===== config.mk =====
export PLATFORM = sky130hd
export DESIGN_NAME = stfp_div
export DESIGN_NICKNAME = d
export VERILOG_FILES = /design/src/rtl/core/stfp_pkg.sv /design/src/rtl/core/stfp_div.sv
export SDC_FILE = /design/constraint.sdc
export NUM_CORES = 1
export LEC_CHECK = 0
export BUFFER_PORTS_ARGS = -buffer_cell sky130_fd_sc_hd__buf_4
export CORE_ASPECT_RATIO = 1.25
export CORE_UTILIZATION = 55
export CTS_CLUSTER_SIZE = 25
export DETAILED_ROUTE_END_ITERATION = 10
export MAX_ROUTING_LAYER = met4
export PLACE_DENSITY = 0.79
export SETUP_SLACK_MARGIN = 0.02
export SYNTH_ARGS = -nofsm -noshare
export SYNTH_HDL_FRONTEND = slang
export SYNTH_SLANG_ARGS = --single-unit

===== constraint.sdc =====
create_clock -name clk_i -period 3.9 [get_ports clk_i]
set_clock_uncertainty 0.2 [all_clocks]
set_input_delay 0.585 -clock clk_i [delete_from_list [all_inputs] [get_ports clk_i]]
set_output_delay 0.585 -clock clk_i [all_outputs]
set_load 0.02 [all_outputs]

===== src/rtl/core/stfp_pkg.sv =====
// shared constants, types and rule tables of the fuzzy pi reference generator
`default_nettype none
package stfp_pkg;

  localparam int NumTerms       = 7;
  localparam int ErrorWidthDef  = 16;
  localparam int GRADE_W        = 13;
  localparam int ONE_Q12        = 4096;
  localparam int BP1            = 768;
  localparam int BP2            = 1536;
  localparam int BP3            = 3072;

  // accumulator and divider widths, fixed by grade and register widths
  localparam int W_W     = 2 * GRADE_W;
  localparam int DEN_W   = 30;
  localparam int ANUM_W  = 33;
  localparam int SNUM_W  = 38;
  localparam int DIV_W   = 37;
  localparam int DIVQ_W  = 25;
  localparam int CNT_W   = 5;

  // configuration register indexes
  localparam int CFG_IDX_W  = 3;
  localparam int CFG_DATA_W = 23;
  localparam logic [CFG_IDX_W-1:0] CFG_ERR_GAIN   = 3'd0;
  localparam logic [CFG_IDX_W-1:0] CFG_ALPHA_GAIN = 3'd1;
  localparam logic [CFG_IDX_W-1:0] CFG_OUT_GAIN   = 3'd2;
  localparam logic [CFG_IDX_W-1:0] CFG_REF_LIMIT  = 3'd3;
  localparam logic [CFG_IDX_W-1:0] CFG_PERIOD     = 3'd4;

  localparam logic [15:0] ERR_GAIN_RST   = 16'd704;
  localparam logic [3:0]  ALPHA_GAIN_RST = 4'd1;
  localparam logic [7:0]  OUT_GAIN_RST   = 8'd20;
  localparam logic [22:0] REF_LIMIT_RST  = 23'd53248;
  localparam logic [7:0]  PERIOD_RST     = 8'd20;

  typedef struct packed {
    logic             start;
    logic [CNT_W-1:0] iters;
  } div_req_t;

  localparam logic [2:0] ALPHA_TAB [NumTerms][NumTerms] = '{
    '{3'd5, 3'd5, 3'd4, 3'd3, 3'd2, 3'd1, 3'd1},
    '{3'd5, 3'd4, 3'd3, 3'd2, 3'd1, 3'd1, 3'd1},
    '{3'd4, 3'd3, 3'd2, 3'd1, 3'd1, 3'd1, 3'd2},
    '{3'd3, 3'd2, 3'd1, 3'd1, 3'd1, 3'd2, 3'd3},
    '{3'd3, 3'd1, 3'd1, 3'd1, 3'd2, 3'd3, 3'd4},
    '{3'd1, 3'd1, 3'd1, 3'd2, 3'd3, 3'd4, 3'd5},
    '{3'd1, 3'd1, 3'd2, 3'd3, 3'd4, 3'd5, 3'd5}
  };

  // step singleton in hundredths, rule index i+j-3 clamped to the term range
  function automatic logic signed [7:0] step_level(input logic [2:0] i, input logic [2:0] j);
    logic [3:0] k;
    logic signed [7:0] lv;
    k = {1'b0, i} + {1'b0, j};
    case (k)
      4'd4:    lv = -8'sd66;
      4'd5:    lv = -8'sd33;
      4'd6:    lv = 8'sd0;
      4'd7:    lv = 8'sd33;
      4'd8:    lv = 8'sd66;
      4'd0, 4'd1, 4'd2, 4'd3: lv = -8'sd100;
      default: lv = 8'sd100;
    endcase
    return lv;
  endfunction

endpackage
`default_nettype wire


===== src/rtl/core/stfp_div.sv =====
// iterative restoring divider, one quotient bit per cycle
`default_nettype none
module stfp_div #(
  parameter int DW = 37,
  parameter int QW = 25
) (
  input  logic                     clk_i,
  input  logic                     rst_ni,
  input  stfp_pkg::div_req_t       req_i,
  input  logic [DW-1:0]            rem_init_i,
  input  logic [QW-1:0]            lo_i,
  input  logic [DW-1:0]            divisor_i,
  output logic                     busy_o,
  output logic                     done_o,
  output logic [QW-1:0]            quot_o
);
  import stfp_pkg::*;

  logic [DW-1:0]    rem_q, rem_d, dv_q;
  logic [QW-1:0]    lo_q, quot_q;
  logic [CNT_W-1:0] cnt_q;
  logic             busy_q, done_q;
  logic [DW:0]      trial, trial_sub;
  logic             ge;

  assign trial     = {rem_q, lo_q[QW-1]};
  assign ge        = trial >= {1'b0, dv_q};
  assign trial_sub = trial - {1'b0, dv_q};
  assign rem_d     = ge ? trial_sub[DW-1:0] : trial[DW-1:0];

  always_ff @(posedge clk_i or negedge rst_ni) begin
    if (!rst_ni) begin
      busy_q <= 1'b0;
      done_q <= 1'b0;
      cnt_q  <= '0;
    end else begin
      done_q <= busy_q && (cnt_q == CNT_W'(1));
      if (req_i.start) begin
        busy_q <= 1'b1;
        cnt_q  <= req_i.iters;
      end else if (busy_q) begin
        cnt_q <= cnt_q - CNT_W'(1);
        if (cnt_q == CNT_W'(1)) begin
          busy_q <= 1'b0;
        end
      end
    end
  end

  always_ff @(posedge clk_i) begin
    if (req_i.start) begin
      rem_q  <= rem_init_i;
      lo_q   <= lo_i;
      dv_q   <= divisor_i;
      quot_q <= '0;
    end else if (busy_q) begin
      rem_q  <= rem_d;
      lo_q   <= {lo_q[QW-2:0], 1'b0};
      quot_q <= {quot_q[QW-2:0], ge};
    end
  end

  assign busy_o = busy_q;
  assign done_o = done_q;
  assign quot_o = quot_q;

endmodule
`default_nettype wire


# ---- Yosys cells after proc, flatten, opt, wreduce, memory -nomap -nowiden
# Index checks and enable logic that the tools add are counted.
dict set report totals {
  ff_bits 131
  out_inout_bits 27
}
dict set report classes {
  addsub 2
  order_cmp 1
  n_eq_ne 1
  mux 10
  n_reduce_logical 2
}
# op n
set ops {}
lappend ops {{two-way mux 37 bit} 3}
lappend ops {{two-way mux 25 bit} 2}
lappend ops {{>= comparator 38 x 37 -> 1 bit} 1}
lappend ops {{subtractor 37 bit} 1}
lappend ops {{two-way mux 5 bit} 2}
lappend ops {{equality test 5 x 1 -> 1 bit, second input constant} 1}
lappend ops {{subtractor 5 x 1 -> 5 bit, second input constant} 1}
lappend ops {{two-way mux 1 bit} 3}
lappend ops {{nonzero test 2 bit} 1}
lappend ops {{logical AND 1 bit} 1}

# ---- Depth between registers and ports, before layout
dict set report logic_depth {
  word_depth 4
  mapped_depth 15
  ltp_nobuf 13
}

# ---- Worst setup path after synthesis
# Ideal clock, no wire load.
dict set report synth_timing {
  kind {reg2reg}
  startpoint {reg lo_q[24]}
  endpoint {reg rem_q[3] (data pin)}
  setup_time_ns 0.260
  t_arrival_ns 2.767
  required_time_ns 3.440
  setup_slack_ns 0.673
  stages_incl_launch_ff 14
  path_buffers 1
  synth_period_minus_slack_ns 3.227
  path_cell_list {edfxtp_1 inv_1 ha_1 inv_1 fa_1 a211oi_2 o21a_2 a211oi_2 nor4_4 o22ai_2 a21o_1 buf_6 mux2_1 mux2_2}
}
dict set report synth_via {
  elab_chain_len 4
  elab_cells_between_ends 5
  classes_between {add/sub: 1; order compare: 1; mux: 3}
}
# item line_no
set synth_rtl {}
lappend synth_rtl {{from (decl)} stfp_div.sv:20} ;# logic [QW-1:0] lo_q, quot_q;
lappend synth_rtl {{from (signal assigned)} stfp_div.sv:53} ;# lo_q <= lo_i;
lappend synth_rtl {{from (signal assigned)} stfp_div.sv:58} ;# lo_q <= {lo_q[QW-2:0], 1'b0};
lappend synth_rtl {{subtractor 37 bit / >= comparator 38 x 37 -> 1 bit (equally long branches)} {stfp_div.sv:28, stfp_div.sv:27}}
lappend synth_rtl {{two-way mux 37 bit (*)} stfp_div.sv:29} ;# assign rem_d = ge ? trial_sub[DW-1:0] : trial[DW-1:0];
lappend synth_rtl {{two-way mux 37 bit (*)} stfp_div.sv:56} ;# end else if (busy_q) begin
lappend synth_rtl {{two-way mux 37 bit (*)} stfp_div.sv:51} ;# if (req_i.start) begin
lappend synth_rtl {{to (signal assigned)} stfp_div.sv:52} ;# rem_q <= rem_init_i;
lappend synth_rtl {{to (signal assigned)} stfp_div.sv:57} ;# rem_q <= rem_d;
lappend synth_rtl {{to (decl)} stfp_div.sv:19} ;# logic [DW-1:0] rem_q, rem_d, dv_q;
# Mark *: on every way between the ends. The rest lies on a longest branch, timed or not. The select of a mux whose other input is x is not followed.
# A chain may end at the register's enable or synchronous reset.

# ---- Worst setup path in the final report
dict set report layout_timing {
  startpoint {reg lo_q[24]}
  endpoint {reg rem_q[27] (data pin)}
}
# Same word-level chain as after synthesis.

==> key figures <==
Yosys
  • Largest family of logic cells by synthesized area: compound AO/OA/AOI/OAI gates
  • Leading post-synthesis cells by instance count: edfxtp_1 (99), nor2_1 (65), a21oi_1 (64)
  • Cell taking the most area after synthesis: edfxtp_1
  • Adder-cell area share of the yosys netlist: 6.80%
  • Complex-gate fraction of the synthesized area: 12.9%
  • Yosys top cell area share: 39.8%
  • Synth Instances: 699
  • Area contributors post-synth: edfxtp_1 (40%), mux2_2 (7.2%), dfxtp_1 (6.7%)
  • Ys Warns: 0
  • Post-synthesis area per instance: 10.7 µm²
  • Most frequent cell after synthesis: edfxtp_1
  • Post-synthesis async set-or-reset flop share: 5.34%
  • Seq cells post-synth: 131
  • Multiplexer share of the synthesized area: 11.0%
  • Ys flop type: edfxtp_1
  • Post-synth EDFFs: 99
  • Xor/xnor cell area share of the yosys netlist: 3.87%
  • Sequential share of the synthesized area: 48.8%
  • Synth cell types: 56
  • Cell Area, Synth: 0.00747 mm²
  • Post-Synth Simple-Gate Area: 12.0%
  • Post-Syn Nets: 846

Die
  • Die area: 0.0141 mm²
  • Core Box Area: 0.0132 mm²
  • Die X: 106 µm
  • # IOs: 134
  • Initial core utilization: 56.5%
  • # rows: 47
  • DIE HEIGHT: 132 µm

Route
  • Post-Route WL: 17000 µm
  • Wire per inst: 17.0 µm
  • DRT Pass-1 Iters: 5
  • Vias per cell: 5.72
  • # DRC: 0
  • Vias post-DR: 5741
  • Iter 0 DRT Violations: 405
  • Antenna-violating nets left: 0

GRT
  • Largest net degree at the start of global routing: 100
  • Initial antenna violation count: 0
  • Total track usage: 25.9%
  • First-pass GRT wire length: 27800 µm
  • Vias in the first global route: 5929
  • Grt ovf: 0

Timing
  • Post-route clock period utilization: 90.4%
  • Slew Limit Fails: 0
  • Worst slew margin: 50.1%
  • RSZ-0062 raised after global routing: false
  • Minimum clock period: 3530 ps
  • Fin. Hold Viols: 0
  • Max Clk Rate: 284 MHz
  • Worst-Margin Slew: 739 ps
  • Setup TNS: 0 ps
  • Setup Viol. Count Final: 0

Job
  • Maxcap violations: 0

CTS
  • CTS clk-pin slew, worst paths: 60 ps
  • Total CTS buffers: 17
  • Sink Count: 131
  • Clk Latency, worst-skew pair: 420 ps
  • CTS HTree Levels: 4
  • Clk root buf: clkbuf_16
  • CTS tree: built
  • Clock buffer depth: 2
  • CTS resizes: 0

Status
  • Outcome: completed

Setup path
  • Critical path endpoint category: flip-flop
  • Reg-to-reg startpoint: lo_q[24]$_DFFE_PP_
  • Worst-path fanout max: 43
  • Arrival time of the worst setup path: 3500 ps
  • Crit-path cells: inv_1 > ha_1 > inv_1 > fa_1 > a211oi_2 > o21a_2 > a211oi_2 > nor4_4 > o22ai_2 > a21o_2 > buf_12 > nor2_1 > a21oi_1 > mux2_2
  • Crit path kind: reg -> reg
  • R2R cell count: 14
  • Req. time, crit path: 3870 ps
  • Reg2reg setup slack: 370 ps
  • CP max-delay cell: fa_1
  • R2r endpoint: rem_q[27]$_DFFE_PP_
  • Worst path bufs/invs: 3
  • Crit path largest cell delay: 440 ps
  • Cell family with most CP delay: compound AO/OA/AOI/OAI gates
  • Startpoint types: flip-flop

Placed design
  • IO Port Bufs: 133
  • Dpl hpwl: 12200 µm
  • Cell Area, Placed: 0.00860 mm²
  • DP Cell Count: 971
  • Gpl congestion: 0.896

Min path
  • Hold Path End: dv_q[27]$_DFFE_PP_
  • Hold Startpoint: divisor_i[27]
  • Worst hold path depth: 1
  • Worst hold path type: in -> reg

Power and ir drop
  • LEAKAGE: 0.00408 µW
  • Pwr Density: 714 mW/mm²
  • IR drop worst, VDD: 0.370 mV

Cells and area
  • Ratio of cells with drive above 1 in the final layout: 27.5%
  • P&R area growth vs syn: 22.8%
  • Fin util: 69.3%
  • Nets: 967
  • Non-Filler Instances: 1004
  • Final instance area: 0.00918 mm²
  • N_diodes: 0
  • Fill cells: 1028
==> metrics by stage <==
step	power [µW]	setup WS (ps)	hold slack, ps
floorplan	4270	673	89.4
global placement	4890	489	200
detailed placement	4990	378	203
CTS	6560	359	124
global route	6980	208	122
finish	6550	374	138
==> cells by family after synthesis <==
kind of cell / Yosys count
flip-flops: 131
adder cells (fa/ha/maj): 40
multiplexers: 76
XOR/XNOR: 33
AND/OR/NAND/NOR: 177
buffers and inverters: 84
AO/OA/AOI/OAI: 158
==> area by class of cell <==
class	count	area (µm²)	share of cell area (%)
Sequential cell	131	3650	39.8
Clock inverter	14	114	1.24
Tap cell	171	214	2.33
Multi-Input combinational cell	484	3480	38.0
Timing Repair Buffer	140	1090	11.9
Inverter	46	173	1.88
Clock buffer	18	450	4.91
==> cells in the final DEF, fill, tap and decap left out, types with 4 or more instances in the layout <==
| cell | instances |
|---|---|
| nor3_1 | 10 |
| dfxtp_1 | 25 |
| a21oi_1 | 64 |
| nor2_1 | 65 |
| o21a_1 | 5 |
| xor2_1 | 17 |
| nor3b_1 | 7 |
| mux2i_1 | 26 |
| nor2b_1 | 9 |
| inv_4 | 4 |
| edfxtp_1 | 99 |
| nand3_1 | 7 |
| clkbuf_16 | 18 |
| nor4_1 | 8 |
| nor4b_1 | 5 |
| a31oi_1 | 7 |
| ha_1 | 39 |
| inv_6 | 5 |
| o21ai_0 | 35 |
| nand2b_1 | 4 |
| dfrtp_1 | 7 |
| nand4_1 | 13 |
| inv_1 | 46 |
| buf_4 | 136 |
| xnor2_1 | 16 |
| mux2_2 | 48 |
| nand2_1 | 35 |
| a21o_1 | 18 |
| and4b_1 | 5 |
==> repair_timing <==
item | CTS | global route
setup endpoints to repair | 0 | 0
buffers inserted | 0 | 0
hold buffers | 1 | 0
endpoints found under the hold margin | 7 | 0
==> flip-flops by register name, indices dropped and copies added (netlist names) <==
name	flops
lo_q	25
rem_q	37
quot_o	25
dv_q	37
done_o	1
cnt_q	5
busy_o	1
==> where the power goes <==
| part | switching [µW] | leakage [µW] | total, µW | internal, µW |
|---|---|---|---|---|
| clock network | 660 | 0.000287 | 1530 | 871 |
| registers | 164 | 0.00130 | 2050 | 1890 |
| logic | 1680 | 0.00249 | 2970 | 1290 |
==> worst max-delay path by stage <==
| stage | start | end | cells past startpoint |
|---|---|---|---|
| after floorplan | lo_q[24]$_DFFE_PP_ | rem_q[3]$_DFFE_PP_ | 13 |
| after global routing | lo_q[24]$_DFFE_PP_ | rem_q[21]$_DFFE_PP_ | 14 |
| after global placement | lo_q[24]$_DFFE_PP_ | rem_q[29]$_DFFE_PP_ | 14 |
| after CTS | lo_q[24]$_DFFE_PP_ | rem_q[27]$_DFFE_PP_ | 14 |
| after detailed placement | lo_q[24]$_DFFE_PP_ | rem_q[27]$_DFFE_PP_ | 14 |
| final | lo_q[24]$_DFFE_PP_ | rem_q[27]$_DFFE_PP_ | 14 |
==> routing by layer <==
metal	track usage, %	wire [µm]
met5	-	0
met1	30.1	6910
met3	6.08	972
met2	43.0	8790
met4	10.3	349
(Power assumes the default switching activity.)
