[src/rtl/core/stfp_pkg.sv]
// shared constants, types and rule tables of the fuzzy pi reference generator
`default_nettype none
package stfp_pkg;

  localparam int NumTerms       = 7;
  localparam int ErrorWidthDef  = 16;
  localparam int GRADE_W        = 13;
  localparam int ONE_Q12        = 4096;
  localparam int BP1            = 768;
  localparam int BP2            = 1536;
  localparam int BP3            = 3072;

  // accumulator and divider widths, fixed by grade and register widths
  localparam int W_W     = 2 * GRADE_W;
  localparam int DEN_W   = 30;
  localparam int ANUM_W  = 33;
  localparam int SNUM_W  = 38;
  localparam int DIV_W   = 37;
  localparam int DIVQ_W  = 25;
  localparam int CNT_W   = 5;

  // configuration register indexes
  localparam int CFG_IDX_W  = 3;
  localparam int CFG_DATA_W = 23;
  localparam logic [CFG_IDX_W-1:0] CFG_ERR_GAIN   = 3'd0;
  localparam logic [CFG_IDX_W-1:0] CFG_ALPHA_GAIN = 3'd1;
  localparam logic [CFG_IDX_W-1:0] CFG_OUT_GAIN   = 3'd2;
  localparam logic [CFG_IDX_W-1:0] CFG_REF_LIMIT  = 3'd3;
  localparam logic [CFG_IDX_W-1:0] CFG_PERIOD     = 3'd4;

  localparam logic [15:0] ERR_GAIN_RST   = 16'd704;
  localparam logic [3:0]  ALPHA_GAIN_RST = 4'd1;
  localparam logic [7:0]  OUT_GAIN_RST   = 8'd20;
  localparam logic [22:0] REF_LIMIT_RST  = 23'd53248;
  localparam logic [7:0]  PERIOD_RST     = 8'd20;

  typedef struct packed {
    logic             start;
    logic [CNT_W-1:0] iters;
  } div_req_t;

  localparam logic [2:0] ALPHA_TAB [NumTerms][NumTerms] = '{
    '{3'd5, 3'd5, 3'd4, 3'd3, 3'd2, 3'd1, 3'd1},
    '{3'd5, 3'd4, 3'd3, 3'd2, 3'd1, 3'd1, 3'd1},
    '{3'd4, 3'd3, 3'd2, 3'd1, 3'd1, 3'd1, 3'd2},
    '{3'd3, 3'd2, 3'd1, 3'd1, 3'd1, 3'd2, 3'd3},
    '{3'd3, 3'd1, 3'd1, 3'd1, 3'd2, 3'd3, 3'd4},
    '{3'd1, 3'd1, 3'd1, 3'd2, 3'd3, 3'd4, 3'd5},
    '{3'd1, 3'd1, 3'd2, 3'd3, 3'd4, 3'd5, 3'd5}
  };

  // step singleton in hundredths, rule index i+j-3 clamped to the term range
  function automatic logic signed [7:0] step_level(input logic [2:0] i, input logic [2:0] j);
    logic [3:0] k;
    logic signed [7:0] lv;
    k = {1'b0, i} + {1'b0, j};
    case (k)
      4'd4:    lv = -8'sd66;
      4'd5:    lv = -8'sd33;
      4'd6:    lv = 8'sd0;
      4'd7:    lv = 8'sd33;
      4'd8:    lv = 8'sd66;
      4'd0, 4'd1, 4'd2, 4'd3: lv = -8'sd100;
      default: lv = 8'sd100;
    endcase
    return lv;
  endfunction

endpackage
`default_nettype wire

[src/rtl/core/stfp_fuzz.sv]
// seven-term triangular fuzzifier, shared by error and error change
`default_nettype none
module stfp_fuzz #(
  parameter int IN_W = 25
) (
  input  logic signed [IN_W-1:0]                               value_i,
  output logic [stfp_pkg::NumTerms-1:0][stfp_pkg::GRADE_W-1:0] grades_o
);
  import stfp_pkg::*;

  localparam int NW = IN_W + 2;
  localparam logic signed [NW-1:0] B1 = NW'(BP1);
  localparam logic signed [NW-1:0] B2 = NW'(BP2);
  localparam logic signed [NW-1:0] B3 = NW'(BP3);

  // wide selects a 1536 span, else 768; divide by 3 through a reciprocal
  function automatic logic [GRADE_W-1:0] ramp(input logic signed [NW-1:0] num,
                                               input logic wide);
    logic signed [NW-1:0] den;
    logic [15:0] v;
    logic [31:0] p;
    logic [GRADE_W-1:0] g;
    den = wide ? B2 : B1;
    v = wide ? {2'b0, num[10:0], 3'b0} : {1'b0, num[10:0], 4'b0};
    p = {16'b0, v} * 32'd43691;
    if (num <= 0) begin
      g = '0;
    end else if (num >= den) begin
      g = GRADE_W'(ONE_Q12);
    end else begin
      g = p[29:17];
    end
    return g;
  endfunction

  function automatic logic [GRADE_W-1:0] lower(input logic [GRADE_W-1:0] a,
                                               input logic [GRADE_W-1:0] b);
    return (a < b) ? a : b;
  endfunction

  logic signed [NW-1:0] xs;
  assign xs = {{2{value_i[IN_W-1]}}, value_i};

  assign grades_o[0] = ramp(-(xs + B2), 1'b1);
  assign grades_o[1] = lower(ramp(xs + B3, 1'b1), ramp(-(xs + B1), 1'b0));
  assign grades_o[2] = lower(ramp(xs + B2, 1'b0), ramp(-xs, 1'b0));
  assign grades_o[3] = lower(ramp(xs + B1, 1'b0), ramp(B1 - xs, 1'b0));
  assign grades_o[4] = lower(ramp(xs, 1'b0), ramp(B2 - xs, 1'b0));
  assign grades_o[5] = lower(ramp(xs - B1, 1'b0), ramp(B3 - xs, 1'b1));
  assign grades_o[6] = ramp(xs - B2, 1'b1);

endmodule
`default_nettype wire

[config.mk]
export PLATFORM = sky130hd
export DESIGN_NAME = stfp_fuzz
export DESIGN_NICKNAME = d
export VERILOG_FILES = /design/src/rtl/core/stfp_pkg.sv /design/src/rtl/core/stfp_fuzz.sv
export SDC_FILE = /design/constraint.sdc
export NUM_CORES = 1
export LEC_CHECK = 0
export BUFFER_PORTS_ARGS = -buffer_cell sky130_fd_sc_hd__buf_2
export CAP_MARGIN = 5
export CORE_MARGIN = 5
export CORE_UTILIZATION = 50
export DETAILED_ROUTE_END_ITERATION = 16
export GPL_TIMING_DRIVEN = 1
export PLACE_DENSITY = 0.78
export REMOVE_ABC_BUFFERS = 1
export SKIP_LAST_GASP = 1
export SLEW_MARGIN = 20
export SYNTH_ARGS = -nofsm -noshare
export SYNTH_HDL_FRONTEND = slang
export SYNTH_SLANG_ARGS = --single-unit
[constraint.sdc]
create_clock -name vclk -period 12.1
set_input_delay 1.21 -clock vclk [all_inputs]
set_output_delay 1.21 -clock vclk [all_outputs]
set_load 0.01 [all_outputs]
### Word level (Yosys, flattened, before mapping)

Index checks and enable logic that the tools add are counted.
Widths: inputs -> output; s select.

* bits of input ports: 25
* logic and storage cells: 81
* bits in registers: 0
* output and inout bits: 91

* multipliers: 12
* multiplexer cells: 29
* add/sub/neg operators: 11
* $lt $le $gt $ge: 29

Operators with widths (count)
* $mux 13: 29
* $le 26x1->1 const B: 8
* $mul 11x16->26 const B: 8
* $ge 26x11->1 const B: 5
* $mul 11x16->27 const B: 4
* $le 27x1->1 const B: 3
* $ge 26x12->1 const B: 3
* $lt 13x13->1: 5
* $ge 27x11->1 const B: 2
* $neg 26->27: 2
* $ge 27x12->1 const B: 1
* $neg 25->27: 1
* $add 25x11->26 const B: 1
* $add 25x12->26 const B: 1
* $add 25x13->26 const B: 1
* $sub 11x25->26 const A: 1
* $sub 12x25->26 const A: 1
* $sub 13x25->26 const A: 1
* $sub 25x11->26 const B: 1
* $sub 25x12->26 const B: 1
* $ge 25x11->1 const B: 1
* $le 25x1->1 const B: 1

### Depth between registers and ports, before layout

Gate-level depths: netlist of the first run.

* depth after elaboration: 7
* depth in mapped cells: 40

### Worst setup path after synthesis of the first run

OpenSTA, ideal clock, no wires.

* path type: input to output
* start point: input value_i[6]
* end point: output grades_o[16] (netlist bit)
* setup slack: 1760 ps
* cell stages on the path: 34
* data arrival time: 9130 ps
* cell sequence: inv_1 -> ha_1 -> and4b_1 -> nor2_1 -> nor2_1 -> ha_1 -> inv_1 -> fa_1 -> fa_1 -> fa_1 -> fa_1 -> inv_1 -> ha_1 -> a2111o_1 -> nand4_1 -> nor2b_1 -> or4b_2 -> and2_1 -> a21oi_1 -> xnor2_1 -> and2_1 -> inv_1 -> ha_1 -> a21o_1 -> a21oi_1 -> nor2b_1 -> o21ai_0 -> nand2b_1 -> a21oi_1 -> o21ai_0 -> a211oi_1 -> a21oi_2 -> buf_6 -> mux2_4

RTL lines
* start, declared: line stfp_fuzz.sv:6 `input logic signed [IN_W-1:0] value_i,`
* end, declared: line stfp_fuzz.sv:7 `output logic [stfp_pkg::NumTerms-1:0][stfp_pkg::GRADE_W-1:0] grades_o`

==> results of run 1 <==
Yosys cell counts (all sizes together), types with 58 or more instances:
library cell  instances  share of area [%]
ha                  605                 27
inv                 502                6.7
fa                  374                 27
nand2               196                2.6
a21oi               153                2.8
xnor2               153                4.8
nor2                140                1.9
o21ai               120                2.1
nor3                 80                1.5
a21o                 75                2.0
xor2                 73                2.3
nand3                68                1.2
and2                 58                1.3
critical path: cells and delay by family:
kind	cells	cell delay, ps
simple gates	10	2320
buf+inv	6	810
xor+xnor	2	450
fa+ha+maj	8	3030
mux	1	320
compound gates	10	2080
worst min path at each step:
stage | end | slack (ps)
after global routing | grades_o[90] | 3310
after global placement | grades_o[90] | 3280
after CTS | grades_o[90] | 3280
final | grades_o[90] | 3320
after detailed placement | grades_o[90] | 3290
after floorplan | grades_o[90] | 2580
final cells by class:
cell class	count	area, µm²
fillers	5122	25770
inverters	504	1892
multi-input cells	2643	25770
well taps	748	935.9
diodes	1	2.502
repair buffers	163	933.4
per-layer routing:
layer	up-vias	part of all wire, %	global-route usage, %
met5	-	0	0
met4	0	4.0	8.796
met3	160	8.9	4.345
met2	1042	44	43.05
met1	11470	43	38.02
li1	11280	-	-
report_power, final:
part | switching (mW) | leakage [nW] | internal [mW]
clock network | 0 | 0.00000327 | 0.0000000000130
logic | 4.30 | 15.4 | 3.08
registers | 0 | 0 | 0
metrics by stage:
step	instances	hold WS [ps]	setup slack (ps)
2_1_floorplan	3147	2581	1512
3_5_place_dp	4058	3287	508.6
5_1_grt	4058	3314	78.34
4_1_cts	4058	3284	477.1
6_report	4059	3317	606.1
3_3_place_gp	4058	3284	610.5
cells by family (layout without fill, tap and decap cells):
logic type	Yosys count	count (layout)	share of synthesized area [%]
XOR/XNOR	226	226	7.053
multiplexers	53	53	2.064
adder cells (fa/ha/maj)	979	979	53.65
buffers and inverters	578	667	8.217
AO/OA/AOI/OAI	576	576	13.64
other	0	1	0
AND/OR/NAND/NOR	809	809	15.37
repair_timing:
| item | CTS | global route |
|---|---|---|
| gates resized for setup | 0 | 2 |
| endpoints found under the setup margin | 0 | 13 |
| setup buffers | 0 | 0 |
==> summary.txt, run 1 <==
Outcome
  • Status: complete, no violations

GRT
  • Number of global-route vias before repair: 23.82k
  • Total track usage: 27.14%
  • Largest net degree at the start of global routing: 34
  • Initial antenna violation count: 1
  • First-pass GRT wire length: around 130000 µm
  • Grt ovf: 0

Power
  • Maximum VDD drop: 0.2305 mV
  • Tot Pwr: 7.385 mW
  • P_leak: around 15 nW
  • PD cells: 250.0 nW/µm²

Worst setup path
  • CP required: 10890 ps
  • CP startpoint: value_i[6]
  • Maximum fanout along the worst path: 12
  • CP most frequent cell: ha_1
  • Worst setup path endpoint: grades_o[77]
  • Worst setup SP type: input pin
  • Worst endpoint data arrival time: 10280 ps
  • CP max-delay cell: fa_1
  • Crit path largest cell delay: 520 ps
  • Worst Setup End Kind: primary output
  • Critical path class: input pin to primary output

STA
  • Worst Max-Slew Pin Slew: 1057 ps
  • Setup_tns: 0 ps
  • Fin crit share: a little over nine tenths
  • Pins Over Slew Limit: 0
  • RSZ-0062 raised after global routing: no
  • Fmax: roughly 87 MHz
  • Min cycle time layout: around 11000 ps
  • Final hold vios: 0
  • Slew headroom: 29.11%
  • Finish-stage setup viols: 0

CTS
  • Hold_buf cts: 0

Synthesis
  • Ys Warns: 0
  • Post-Synthesis Cells: ~3.2k
  • Synth Area per Inst: 8.713 µm²
  • Sequential-to-total area share from yosys stat: 0%
  • Cell area after synthesis: approximately 28000 µm²
  • Post-synth cell types: 103

Floorplanning
  • Core area: 55310 µm²
  • Die width: 246.9 µm
  • Initial Utilization: 50.74%
  • Die ar.: 60960 µm²
  • Die height: roughly 250 µm
  • Num ports: 116
  • Site Rows: 86

Cells and area
  • Cell area after layout: 29530 µm²
  • Post-layout util: 53.40%
  • Commonest non-fill, non-tap cell in the layout: ha_1
  • Synthesis-to-finish area growth: 5.243%
  • Register area: 0 µm²
  • Most frequent cells in the layout: 603 x ha_1, 499 x inv_1, 374 x fa_1, 196 x nand2_1, 153 x xnor2_1
  • Seq_cells: 0
  • Post-layout nets: between 4k and 5k
  • Clock buffers: 0
  • Share of cells above drive strength 1: 7.281%

Route
  • Via density: approximately 5.9
  • Detailed Routing Iterations Pass 1: 6
  • DRC viols: 0
  • WL/cell: 20.64 µm
  • Post-route ant nets: 0
  • Vias: around 24k
  • Routed WL: approximately 84000 µm
  • Iteration-0 DRC count of the detailed router: about 2.1k

Worst hold path
  • HP Class: input pin to primary output
  • Hold Crit Depth: 4
  • Critical hold path startpoint: value_i[24]

Flow run
  • Count of maximum capacitance violations: 0

Place
  • IO Port Bufs: 116
  • Detail Placement HPWL: 71870 µm
  • RD Place Congestion: 1.013
  • DP Area: a little under 30000 µm²
Power figures use the tool's default switching activity.
==> run 2: changes to the inputs <==
==> constraint.sdc (replaced) <==
create_clock -name vclk -period 12.1
set_input_delay 0.605 -clock vclk [all_inputs]
set_output_delay 0.605 -clock vclk [all_outputs]
set_load 0.01 [all_outputs]
==> run 2 against run 1 <==
Critical path depth fell by 2; first-iteration DRC count rose by 1.6%; die area did not move; design area fell by 0.34%; fmax rose by 4.8%; largest power group unchanged; combinational power rose by 1%; cell count fell by 0.34%; power rose by 1.2%; wire length fell by 0.28%; worst hold slack got worse by 1200 ps; via count rose by 0.70%; setup slack improved by 530 ps.
==> summary.txt, run 2 (same netlist as run 1, synthesis figures left out) <==
GRT
  • Initial antenna violation count: 2 (+1)
  • Grt ovf: 0 (unchanged)
  • First-pass GRT wire length: 132600 µm (+0.60%)
  • Largest net degree at the start of global routing: 34 (unchanged)
  • Most crowded layer after global routing: met2
  • Met1 Resource Use GR: 38.42% (+0.40 points)
  • Met2 usage: 42.67% (-0.38 points)
  • Total track usage: 27.21% (+0.071 points)
  • Number of global-route vias before repair: 24.14k (+1.3%)
  • Routing usage on met3: 3.696% (-0.65 points)

Cells and area
  • Post-layout nets: 4302 (-0.32%)
  • Cell area after layout: 29430 µm² (-0.34%)
  • Clock buffers: 0 (unchanged)
  • Synthesis-to-finish area growth: 4.887%
  • Most frequent cells in the layout: 603 x ha_1, 499 x inv_1, 374 x fa_1, 196 x nand2_1, 153 x xnor2_1
  • Filler Cell Count: 5176 (+1.1%)
  • Share of cells above drive strength 1: 6.887% (-0.39 points)
  • Commonest non-fill, non-tap cell in the layout: ha_1
  • Seq_cells: 0 (unchanged)
  • Register area: 0 µm² (unchanged)

Worst hold path
  • Critical hold path startpoint: value_i[24]
  • HP Class: input pin to primary output
  • Hold Path Sink: grades_o[90]
  • Hold Crit Depth: 4 (unchanged)

STA
  • Setup_tns: 0 ps (unchanged)
  • Fmax: 91.19 MHz (+4.8%)
  • RSZ-0062 raised after global routing: no
  • Finish-stage setup viols: 0 (unchanged)
  • Slew headroom: 28.39% (-0.72 points)
  • Final hold vios: 0 (unchanged)
  • Min cycle time layout: 10970 ps (-528.3 ps)
  • Worst Max-Slew Pin Slew: 1064 ps (+7.388 ps)
  • Pins Over Slew Limit: 0 (unchanged)
  • Fin crit share: 90.63% (-4.4 points)

Place
  • Detail Placement HPWL: 71470 µm (-0.55%)
  • IO Port Bufs: 116 (unchanged)
  • DP Area: 29420 µm² (-0.36%)
  • RD Place Congestion: 1.012 (about the same)

Worst setup path
  • CP bufs+invs: 6 (unchanged)
  • Maximum fanout along the worst path: 15 (+3)
  • CP most frequent cell: ha_1
  • Worst setup SP type: input pin
  • Critical path class: input pin to primary output
  • Crit path max-delay family: adder cells
  • Worst endpoint data arrival time: 10360 ps (+80 ps)
  • CP max-delay cell: a21oi_1
  • CP required: 11490 ps (+600 ps)
  • Worst Setup End Kind: primary output
  • Crit path largest cell delay: 750 ps (+230 ps)

Power
  • P_leak: 15.30 nW (-0.45%)
  • Maximum VDD drop: 0.2163 mV (-6.1%)
  • PD cells: 253.8 nW/µm² (+1.5%)

Route
  • Iteration-0 DRC count of the detailed router: 2101 (+1.6%)
  • WL/cell: 20.66 µm (about the same)
  • Vias: 24.12k (+0.70%)
  • Detailed Routing Iterations Pass 1: 5 (-1)
  • Routed WL: 83560 µm (-0.28%)
  • DRC viols: 0 (unchanged)
  • Via density: 5.962 (+1.0%)
  • Post-route ant nets: 0 (unchanged)

CTS
  • Hold_buf cts: 0 (unchanged)
  • Setup bufs post-CTS: 0 (unchanged)
  • CTS resizes: 0 (unchanged)

Floorplanning
  • Die ar.: 60960 µm² (unchanged)
  • Initial Utilization: 50.74% (unchanged)
  • Die height: 246.9 µm (unchanged)
  • Site Rows: 86 (unchanged)
  • Core area: 55310 µm² (unchanged)
  • Die width: 246.9 µm (unchanged)
  • Num ports: 116 (unchanged)

Outcome
  • Status: complete, no violations

Flow run
  • Count of maximum capacitance violations: 0 (unchanged)
-- run 2: layer usage --
| metal | part of all wire [%] | vias to the layer above | wire (µm) |
|---|---|---|---|
| li1 | - | 11250 | - |
| met1 | 44 | 11550 | 36540 |
| met2 | 43 | 1100 | 36070 |
| met3 | 8.3 | 210 | 6902 |
| met4 | 4.8 | 0 | 4039 |
| met5 | 0 | - | 0 |
-- run 2: how the worst max path moves through the flow --
stage,start,slack [ps],to,cells past startpoint
after floorplan,value_i[6],2720,grades_o[13],31
after global placement,value_i[6],1430,grades_o[15],37
after detailed placement,value_i[6],1210,grades_o[15],37
after CTS,value_i[6],1200,grades_o[15],37
after global routing,value_i[6],510,grades_o[15],37
final,value_i[7],1130,grades_o[77],35
-- run 2: report_power, final --
part	leakage [nW]	internal, mW	switching (mW)
Sequential	0	0	0
Combinational	15.3	3.08	4.39
Clock	0.00000634	0.0000000111	0
-- run 2: tightest hold or removal path: stages --
cell     delay [ps]
buf_2           360
a221o_1         290
a21oi_1          80
buf_2           150
-- run 2: stage by stage --
step | hold WS (ps) | utilization [%] | power [mW] | setup WS [ps] | std cells
2_1_floorplan | 1371 | - | 5.497 | 2722 | 3147
4_1_cts | 2063 | 53.19 | 7.408 | 1200 | 4043
3_3_place_gp | 2069 | 53.19 | 7.171 | 1429 | 4043
5_1_grt | 2094 | 53.22 | 8.347 | 512.7 | 4045
3_5_place_dp | 2063 | 53.19 | 7.328 | 1212 | 4043
6_report | 2100 | 53.22 | 7.472 | 1134 | 4045
-- run 2: cell type report --
class,instances,area [µm²],area share (%)
antenna,1,2.502,0.008502
inverter,504,1892,6.427
multi-input combinational,2643,25780,87.58
tap,748,935.9,3.180
timing repair buffer,149,825.8,2.806
